--- config.mk ---
export PLATFORM = sky130hd
export DESIGN_NAME = sih_ram
export DESIGN_NICKNAME = d
export VERILOG_FILES = /design/src/hdl/sih_ram.sv
export SDC_FILE = /design/constraint.sdc
export NUM_CORES = 2
export LEC_CHECK = 0
export BUFFER_PORTS_ARGS = -buffer_cell sky130_fd_sc_hd__buf_2
export CAP_MARGIN = 0
export CORE_UTILIZATION = 25
export DETAILED_ROUTE_END_ITERATION = 6
export PLACE_DENSITY = 0.39
export SETUP_SLACK_MARGIN = 0.15
export SKIP_CTS_REPAIR_TIMING = 1
export SLEW_MARGIN = 20
export SYNTH_ARGS = -nofsm -noshare
export SYNTH_HDL_FRONTEND = slang
export SYNTH_SLANG_ARGS = --single-unit
--- constraint.sdc ---
create_clock -name clk_i -period 3.25 [get_ports clk_i]
set_clock_uncertainty 0.05 [all_clocks]
set_input_delay 0.1625 -clock clk_i [delete_from_list [all_inputs] [get_ports clk_i]]
set_output_delay 0.1625 -clock clk_i [all_outputs]
set_load 0.05 [all_outputs]
--- src/hdl/sih_ram.sv ---
module sih_ram #(
  parameter int unsigned Width = 8,
  parameter int unsigned Depth = 256
) (
  input  logic                     clk_i,
  input  logic                     we_i,
  input  logic [$clog2(Depth)-1:0] waddr_i,
  input  logic [Width-1:0]         wdata_i,
  input  logic [$clog2(Depth)-1:0] raddr_i,
  output logic [Width-1:0]         rdata_o
);

  logic [Width-1:0] mem_q [Depth];

  // one write port, one registered read port
  always_ff @(posedge clk_i) begin
    if (we_i) begin
      mem_q[waddr_i] <= wdata_i;
    end
    rdata_o <= mem_q[raddr_i];
  end

endmodule

# After elaboration in Yosys (flattened, before gate mapping)
# Memory sizes are Yosys's and may differ from the RTL's. A register that Yosys moved wholly into a read port is not among the register bits.
# Cells that the tools add are included.
# word_totals
reg_bits	0
mem_bits_rw	2048
out_inout_bits	8
n_memories	1
# op_classes
muxes	2
# memory_table
memory	words	word_bits	rd	rd_ports_with_merged_regs	wr	line_no	text
mem_q	256	8	1	1	1	13	logic [Width-1:0] mem_q [Depth];
# op_table
operator	n
two-way mux 1 bit	2

# Longest topological paths before layout
# logic_depth
depth_word	2
mapped_depth	11

# Worst setup path before layout
# OpenSTA, ideal clock, no wires.
# synth_path
kind	input port to flip-flop
startpoint	in raddr_i[0]
endpoint	reg rdata_o[2], read port of mem_q
setup_time_ns	0.131
arrival_time_ns	1.969
required_ns	3.069
setup_slack_ns	1.100
cell_stages	9
n_path_buf	4
path_cell_list	buf_6 > buf_12 > buf_8 > buf_2 > mux4_2 > a22oi_1 > a21oi_1 > nor4_1 > nor4_2
# synth_rtl
item	line_no	text
from (decl)	9	input logic [$clog2(Depth)-1:0] raddr_i,
to (decl)	10	output logic [Width-1:0] rdata_o

==> metrics.txt <==
first-pass GRT wire length 337000 µm; cell at the slowest stage of the critical path nor3_2; Synth cell types 55; drt drc 0; period utilization between 80% and 90%; Boundary Pins 34; initial antenna violation count 23; PortBufs 33; reg2reg end rdata_o[0]; crit-path max FO 1; P&R area growth vs syn 20.4%; vias per inst 4.58; Synth Warn # 0; CTS tree done; Reg power frac 50.8%; Layout Utilization 30.3%; synth top area cells edfxtp_1 77%, mux4_2 13%, mux2i_1 1.7%; Filler cells 30600; Switching Share approximately 22%; delay-heaviest family, CP multiplexers; final-report hold violation count 0; synthesized area per cell 21.3 µm²; status finished, final reports clean; vias 39700; slowest stage delay, CP slightly below 0.6 ns; Main synth FF type edfxtp_1; worst path arrival time 3.43 ns; Syn Nets approximately 3800; placed cell count ~8200; GR Overflow Total 0; largest net degree at the start of global routing 115; CTS HTree Levels 4; fin nets 4340; Synth top cells by count 2048 x edfxtp_1, 454 x mux4_2, 282 x nor2_1, 134 x mux2i_1, 133 x a22oi_1; total wire length 241000 µm; flop2flop setup slack 0.50 ns; CP cell instances mux4_2 -> mux4_2 -> nor2_1 -> a2111oi_0 -> buf_4 -> nor3_2 -> nor4_2; Area after DPL just under 0.09 mm²; Die Y roughly 570 µm; crit path buf inv count 1; Clock Power Share 43.7%; setup violators final 0; Psw 12.6 mW; Yosys top cell area share 77.3%; Skew-Pair Late Insertion Delay 0.90 ns; Die Area ~0.32 mm²; core area 0.316 mm²; Synth area leader edfxtp_1; most frequent CP cell mux4_2; CP Launch Type flip-flop; Tmin final ~2.7 ns; Total Power 57.6 mW; Hold Crit Depth 3; vias in the first global route ~41000; crit end category flip-flop; GRT Util Overall between 10% and 20%; final cell count without fillers 8671; HP Class primary input to flip-flop; GPL Wtd Cong 0.787; Slew headroom 22.2%; Post-synth EDFFs ~2000; worst r2r path cells 7; count leader, synth edfxtp_1; asr flop ratio synth 0%; RSZ-0062 raised after global routing no; Max-Cap Viols 0; Worst Hold Launch waddr_i[6]; max-slew violations 0; P_int about 45 mW; Critical Path RT 3.93 ns; wire length per cell around 28 µm; Max VDD drop roughly 0.40 mV; CP Class flip-flop to flip-flop; Leakage 30.0 nW; Pre-Repair DR Iteration Count 5; CTS Buffer Depth 4; initial core utilization about 25%; Min-Delay Endpoint mem_q[198][3]; Slew @ Worst Pin about 1.2 ns; Mapped Cells 3733; Initial DRC Count 3746; Final ANT Viol Nets 0; register area share after synthesis 77.5%; Final HPWL DP 155000 µm; Max Fclk 364 MHz; clk slew on worst S/H paths roughly 0.060 ns; CTS root buffer clkbuf_16; number of CTS-inserted buffers between 200 and 250; #FFs+latches synth 2056; row count 206; Final Cell Area 0.0958 mm²; layout cells sized above 1 30.2%; r2r startpoint mem_q[143][0]; Synth Cell Area 0.0796 mm²; clock sink count 2056; Die X 566 µm; PwrDens 602 mW/mm²; Logic pwr share 5.5%
worst max path at each step:
stage / end / cells after the start / startpoint / slack (ns)
floorplan: rdata_o[2] / 9 / raddr_i[0] / 1.10
global placement: rdata_o[0] / 9 / raddr_i[2] / -0.40
detailed placement: rdata_o[5] / 11 / raddr_i[0] / -0.09
CTS: rdata_o[5] / 5 / mem_q[188][5] / 0.45
global route: rdata_o[0] / 7 / mem_q[141][0] / 0.37
finish: rdata_o[0] / 7 / mem_q[143][0] / 0.50
stage by stage:
step	hold WS, ns	setup TNS [ns]	setup slack (ns)
finish	0.0637	0	0.504
global route	0.0683	0	0.371
CTS	-0.431	0	0.453
detailed placement	0.550	-0.161	-0.0879
global placement	0.547	-0.783	-0.404
floorplan	0.211	0	1.10
cell families after synthesis:
| logic type | after synthesis | share of synthesized area, % |
|---|---|---|
| flip-flops | 2056 | 77.5 |
| multiplexers | 591 | 14.6 |
| AND/OR/NAND/NOR | 466 | 2.63 |
| AO/OA/AOI/OAI | 385 | 3.42 |
| buffers and inverters | 235 | 1.83 |
sequential cells by signal, summed over array words and instances, names as in the netlist:
name     count
mem_q     2048
rdata_o      8
layout make-up:
class                      instances  area (µm²)  area share [%]
sequential                      2056       61700            64.4
multi-input combinational       1442       16600            17.3
clock buffer                     303        6140            6.41
tap                             4160        5200            5.43
timing repair buffer             581        5120            5.34
clock inverter                   111        1060            1.11
antenna                           16        40.0          0.0418
inverter                           2        7.51         0.00784
power groups by stage:
| stage | clock (mW) | combinational, mW | sequential (mW) |
|---|---|---|---|
| after global routing | 26.9 | 3.35 | 29.3 |
| final | 25.2 | 3.15 | 29.3 |
| after global placement | 0 | 3.21 | 29.9 |
| after CTS | 25.9 | 3.23 | 29.3 |
| after floorplan | 0 | 1.42 | 29.9 |
| after detailed placement | 0 | 3.22 | 29.9 |
worst reg2reg max path, cell delays in order (launching register included):
cell       delay, ns
edfxtp_1        0.35
mux4_2          0.51
mux4_2          0.54
nor2_1          0.12
a2111oi_0       0.13
buf_4           0.21
nor3_2          0.59
nor4_2          0.11
cells in the final DEF, fill, tap and decap left out, types with 23 or more instances in the layout:
cell type	Yosys	final
edfxtp_1	2048	2048
buf_4	27	481
mux4_2	454	454
nor2_1	282	279
clkbuf_16	0	232
mux2i_1	134	134
a22oi_1	133	133
a21oi_1	96	96
clkbuf_1	111	64
buf_12	8	56
clkinv_1	1	47
o221ai_1	46	46
clkinv_2	0	34
nand2_1	33	32
o22ai_1	28	28
nor2b_1	31	28
nand3_1	34	25
nor4_1	24	23
per-layer routing:
| metal | global-route usage [%] | up-vias | part of all wire, % |
|---|---|---|---|
| met2 | 24.1 | 1025 | 48 |
| met4 | 4.02 | 2 | 2.3 |
| met3 | 2.20 | 286 | 4.8 |
| met5 | 0 | - | 0.0054 |
| li1 | - | 16900 | - |
| met1 | 20.7 | 21500 | 45 |
No activity file was read; power rests on OpenSTA's default activity.
