[src/hdl/sih_pkg.sv]
package sih_pkg;

  localparam int unsigned TableSlots     = 256;
  localparam int unsigned SlotW          = 8;
  localparam int unsigned MaxBytes       = 32;
  localparam int unsigned ByteIdxW       = 5;
  localparam int unsigned LenW           = 6;
  localparam int unsigned HashW          = 32;
  localparam int unsigned FoldW          = 22;
  localparam int unsigned BytesAddrW     = SlotW + ByteIdxW;
  localparam logic [HashW-1:0] HashBasis = 32'd2166136261;
  localparam logic [HashW-1:0] HashPrime = 32'd16777619;
  localparam logic [8:0] CountMax        = 9'd511;

  typedef enum logic [1:0] {
    StFound    = 2'd0,
    StInserted = 2'd1,
    StFull     = 2'd2,
    StTooLong  = 2'd3
  } status_e;

  // fold the 32-bit hash to 22 bits
  function automatic logic [FoldW-1:0] fold_hash(input logic [HashW-1:0] h);
    logic [HashW-1:0] x;
    x = h ^ (h >> FoldW);
    return x[FoldW-1:0];
  endfunction

endpackage

[src/hdl/sih_hash.sv]
module sih_hash (
  input  logic                          clk_i,
  input  logic                          rst_ni,
  input  logic                          take_i,
  input  logic                          has_byte_i,
  input  logic [7:0]                    char_byte_i,
  input  logic                          clear_i,
  output logic [sih_pkg::HashW-1:0]     hash_o,
  output logic [sih_pkg::LenW-1:0]      len_o,
  output logic                          too_long_o,
  output logic                          pend_we_o,
  output logic [sih_pkg::ByteIdxW-1:0]  pend_addr_o
);

  logic [sih_pkg::HashW-1:0] hash_q, hash_d;
  logic [sih_pkg::LenW-1:0]  len_q, len_d;
  logic                      tl_q, tl_d;
  logic                      room;

  assign room = len_q < sih_pkg::LenW'(sih_pkg::MaxBytes);

  // running hash, length and overflow flag
  always_comb begin
    hash_d = hash_q;
    len_d  = len_q;
    tl_d   = tl_q;
    if (take_i && has_byte_i) begin
      hash_d = (hash_q ^ {24'd0, char_byte_i}) * sih_pkg::HashPrime;
      if (room) len_d = len_q + 1'b1;
      else      tl_d  = 1'b1;
    end
    if (clear_i) begin
      hash_d = sih_pkg::HashBasis;
      len_d  = '0;
      tl_d   = 1'b0;
    end
  end

  always_ff @(posedge clk_i or negedge rst_ni) begin
    if (!rst_ni) begin
      hash_q <= sih_pkg::HashBasis;
      len_q  <= '0;
      tl_q   <= 1'b0;
    end else begin
      hash_q <= hash_d;
      len_q  <= len_d;
      tl_q   <= tl_d;
    end
  end

  assign hash_o      = hash_q;
  assign len_o       = len_q;
  assign too_long_o  = tl_q;
  assign pend_we_o   = take_i && has_byte_i && room;
  assign pend_addr_o = len_q[sih_pkg::ByteIdxW-1:0];

endmodule
[config.mk]
export PLATFORM = sky130hd
export DESIGN_NAME = sih_hash
export DESIGN_NICKNAME = d
export VERILOG_FILES = /design/src/hdl/sih_pkg.sv /design/src/hdl/sih_hash.sv
export SDC_FILE = /design/constraint.sdc
export NUM_CORES = 1
export LEC_CHECK = 0
export BUFFER_PORTS_ARGS = -buffer_cell sky130_fd_sc_hd__buf_4
export CAP_MARGIN = 20
export CORE_MARGIN = 1.5
export CORE_UTILIZATION = 55
export CTS_BUF_LIST = sky130_fd_sc_hd__clkbuf_8 sky130_fd_sc_hd__clkbuf_16
export CTS_CLUSTER_DIAMETER = 40
export CTS_CLUSTER_SIZE = 10
export DETAILED_ROUTE_END_ITERATION = 6
export PLACE_DENSITY = 0.72
export SKIP_CTS_REPAIR_TIMING = 1
export SYNTH_ARGS = -nofsm -noshare
export SYNTH_HDL_FRONTEND = slang
export SYNTH_SLANG_ARGS = --single-unit
[constraint.sdc]
create_clock -name clk_i -period 11 [get_ports clk_i]
set_input_delay 0 -clock clk_i [delete_from_list [all_inputs] [get_ports clk_i]]
set_output_delay 0 -clock clk_i [all_outputs]
set_load 0.02 [all_outputs]
# Yosys cells after proc, flatten, opt, wreduce, memory -nomap -nowiden
# Cells that the tools add are included.
dict set report totals {
  register_bits 39
  in_bits 13
  elab_cells 22
}
dict set report op_classes {
  add_sub_neg 1
  multipliers 1
  order_cmp 1
  eq_ne 1
  mux 8
  bitwise_logic 1
  n_reduce_logical 6
}
# cell count
set op_table {}
lappend op_table {{32-bit two-way mux} 2}
lappend op_table {{32-bit by 25-bit multiplier with 32-bit output (second input constant)} 1}
lappend op_table {{32-bit by 8-bit bitwise XOR with 32-bit output} 1}
lappend op_table {{6-bit two-way mux} 3}
lappend op_table {{6-bit by 1-bit adder with 6-bit output (second input constant)} 1}
lappend op_table {{6-bit < comparator (second input constant)} 1}
lappend op_table {{2-bit AND reduction} 2}
lappend op_table {{2-bit nonzero test} 2}
lappend op_table {{1-bit two-way mux} 3}
lappend op_table {{1-bit logical AND} 2}
lappend op_table {{2-bit inequality test (second input constant)} 1}

# Depth between registers and ports, before layout
dict set report logic_depth {
  depth_word 4
  depth_mapped 21
  ltp_nobuf 21
}

# Least setup slack after synthesis
# OpenSTA, ideal clock, no wires.
dict set report synth_timing {
  path_kind {register to register}
  startpoint {reg hash_q, in the netlist hash_o[7]}
  endpoint {reg hash_q, in the netlist hash_o[31]}
  arrival_ps 5403
  required_time_ps 10911
  path_slack_ps 5507
  path_stages_with_launch 19
  n_path_buf 0
  synth_period_minus_slack_ps 5493
  path_cell_list {dfstp_2 xor2_1 ha_1 ha_1 fa_1 ha_1 fa_1 ha_1 inv_1 fa_1 inv_1 ha_1 a21oi_2 o21bai_1 a221oi_2 o311ai_1 or2_1 a211o_1 a211oi_1}
}
dict set report synth_via {
  elab_chain_len 4
}
# item line_no
set synth_rtl {}
lappend synth_rtl {{start, declared} sih_hash.sv:15} ;# logic [sih_pkg::HashW-1:0] hash_q, hash_d;
lappend synth_rtl {{start signal, assigned} sih_hash.sv:41} ;# hash_q <= sih_pkg::HashBasis;
lappend synth_rtl {{start signal, assigned} sih_hash.sv:45} ;# hash_q <= hash_d;
lappend synth_rtl {{32-bit by 8-bit bitwise XOR with 32-bit output} sih_hash.sv:28} ;# hash_d = (hash_q ^ {24'd0, char_byte_i}) * sih_pkg::HashPrime;
lappend synth_rtl {{32-bit by 25-bit multiplier with 32-bit output} sih_hash.sv:28}
lappend synth_rtl {{32-bit two-way mux} sih_hash.sv:27} ;# if (take_i && has_byte_i) begin
lappend synth_rtl {{32-bit two-way mux} sih_hash.sv:32} ;# if (clear_i) begin
# Every way passes these cells. The select of a mux whose other input is x is not followed.
# A chain may end at the register's enable or synchronous reset.

# Worst setup path after layout
dict set report layout_timing {
  startpoint {reg hash_q, in the netlist hash_o[6]}
  endpoint {reg hash_q, in the netlist hash_o[30]}
}
# Same word-level chain as after synthesis.

==> flow_summary_export.csv <==
group,metric,value,unit
status,status,"completed",
timing,hold_viol_final,0,
timing,worst_pin_slew,0.8942,ns
critical_path,r2r_cells,18,
placement,routabilityCongestion,0.8968,
routing,drt_wl_total,17.61,mm
cts,htree_levels,2,
critical_path,critical-path-max-stage-delay,0.56,ns
synth,synth_cells,778,
synth,synth-async-reset-ratio,100.0,%
timing,report.final.setup_viol,0,
critical_path,critPathKind,"flip-flop to flip-flop",
floorplanning,ios,58,
routing,drt_iter0_drc,225,
cts,worstSkewPairLatency,0.29,ns
finish,stdcell_count,1004,
routing,drtPass1Iterations,5,
synth,synthTopCellsByArea,"ha_1, fa_1, inv_1",
synth,synth_ff_type,"dfrtp_1",
grt,grt_max_degree,53,
timing,relSlewSlack,40.32,%
synth,avgSynthCellArea,9.551,um2
cts,path_clk_slew,0.06,ns
finish,final_common_cell,"ha_1",
critical_path,r2r_start,"hash_o[6]",
grt,grt_pass1_wl,29.97,mm
floorplanning,die_w,119.2,um
synth,yosys_warnings,0,
hold_path,hold_path.class,"primary input to flip-flop",
floorplanning,rows,42,
critical_path,crit_family,"adder cells",
critical_path,cpMostUsedCell,"ha_1",
critical_path,path_cells,"xor2_1 > ha_1 > ha_1 > fa_1 > ha_1 > fa_1 > ha_1 > inv_1 > fa_1 > inv_1 > ha_1 > a21oi_1 > o21ai_1 > o41ai_1 > o211ai_1 > nand3_1 > o21ai_0 > o2bb2ai_1",
critical_path,cp-start-kind,"flip-flop",
cts,clockBufferDepth,2,
floorplanning,start_util,56.34,%
finish,n_antenna_cell,0,
critical_path,cp.depth,18,
finish,regArea,993.5,um2
grt,gr-total-overflow,0,
cts,cts_buffers,5,
flow_run,drv_cap,0,
floorplanning,die_area,14220,um2
grt,grt_usage,26.59,%
critical_path,critPathCaptureType,"flip-flop",
grt,antenna_found_initial,0,
routing,num_vias,5635,
critical_path,worstPathMaxFanout,6,
timing,slew_viol_final,0,
synth,synth_area,7431,um2
synth,ys_seq_area_share,13.37,%
synth,yosysTopAreaCell,"ha_1",
cts,cts_sinks,39,
critical_path,rrSetupSlack,5.04,ns
routing,viasPerCell,5.613,
finish,area_growth,10.47,%
critical_path,worst_ep_required_time,11.17,ns
synth,yosysTopAreaCellShare,31.32,%
timing,fin_crit_sh,54.19,%
grt,grt_pass1_vias,6078,
critical_path,crit_buf_inv,2,
critical_path,crit_path_end,"hash_o[30]",
placement,dpl.cell_count,995,
timing,rsz0062_at_grt,"no",
synth,synth_fp_nets,1051,
floorplanning,die_h,119.2,um
synth,ys_ff_latch,39,
routing,drc,0,
placement,dp_hpwl,14.27,mm
critical_path,cp.arrival,6.13,ns
synth,synth-edff-count,0,
timing,fin_skew,0.006610,ns
routing,ant_nets,0,
cts,root_buffer,"clkbuf_16",
routing,routedWlPerCell,17.54,um
finish,final_cell_mix,"ha_1, inv_1, fa_1",
synth,synth.distinct_cells,67,
critical_path,r2r_end,"hash_o[30]",
critical_path,slowest_stage,"xor2_1",
timing,finalSetupTns,0,ns
finish,fillers,1121,
placement,port_buffers,57,
timing,max_freq,167.8,MHz
critical_path,setup.worst_path.start,"hash_o[6]",
cts,cts_tree,"done",
finish,multi_input_area,5723,um2
finish,drive_above_1_share,11.84,%
finish,num-nets-final,1100,
timing,fin_crit,5.961,ns
floorplanning,core,13190,um2
==> through the flow <==
stage               area [um2]  hold slack, ns  setup slack (ns)  util [%]
global placement          8006         0.03174             5.271     60.70
floorplan                 7431         -0.2956             5.507         -
CTS                       8199         -0.2783             5.009     62.16
global route              8209         0.03518             4.589     62.24
finish                    8209         0.01765             5.039     62.24
detailed placement        8006         0.02996             5.050     60.70
==> flip-flops by register name, summed over array words and instances, names as in the netlist <==
name / flops
len_o: 6
hash_o: 32
too_long_o: 1
==> metal layers <==
layer  routed length, um  track usage (%)  share of wire [%]
met3                 704            3.448                4.0
met1                7772            34.33                 44
met4                 502            8.886                2.9
met5                   0                0                  0
met2                8630            46.06                 49
==> layout make-up <==
type / count / area share, %
sequential: 39 / 12.10
multi-input combinational: 554 / 69.72
clock buffer: 5 / 1.524
inverter: 167 / 7.636
tap: 176 / 2.683
timing repair buffer: 60 / 5.517
clock inverter: 3 / 0.8230
==> cells in the mapped netlist, types with 7 or more instances <==
cell type,number
xnor2_1,15
nor3_1,14
nand2_1,39
nor2_1,24
nand3_1,21
clkbuf_1,11
dfstp_2,14
fa_1,74
dfrtp_1,25
o21ai_0,21
xor2_1,25
ha_1,186
a21o_1,7
inv_1,167
o211ai_1,14
a21oi_1,27
==> how the worst min path moves through the flow <==
stage | cells past startpoint | from | end | slack, ns
finish | 3 | char_byte_i[0] | hash_o[0] | 0.02
global route | 3 | char_byte_i[0] | hash_o[0] | 0.04
CTS | 1 | rst_ni | hash_o[25] | -0.28
detailed placement | 1 | rst_ni | too_long_o | 0.03
global placement | 1 | rst_ni | hash_o[27] | 0.03
floorplan | 0 | rst_ni | hash_o[13] | -0.30
==> cells by family (layout without fill, tap and decap cells) <==
| group | count (synthesis) | after routing | synth area share [%] |
|---|---|---|---|
| flops | 39 | 39 | 13.37 |
| compound gates | 121 | 121 | 11.82 |
| xor+xnor | 41 | 41 | 5.018 |
| fa+ha+maj | 260 | 260 | 51.25 |
| simple gates | 132 | 132 | 8.924 |
| buf+inv | 185 | 235 | 9.614 |
==> worst reg2reg max path, cell delays in order, from the launching register on <==
cell       delay, ns
dfstp_2         0.55
xor2_1          0.56
ha_1            0.37
ha_1            0.30
fa_1            0.48
ha_1            0.22
fa_1            0.50
ha_1            0.29
inv_1           0.05
fa_1            0.52
inv_1           0.04
ha_1            0.36
a21oi_1         0.18
o21ai_1         0.11
o41ai_1         0.56
o211ai_1        0.25
nand3_1         0.25
o21ai_0         0.12
o2bb2ai_1       0.13
Power is not shown: default switching activity piles up to over one toggle a cycle in this logic, so the estimate is an artifact.
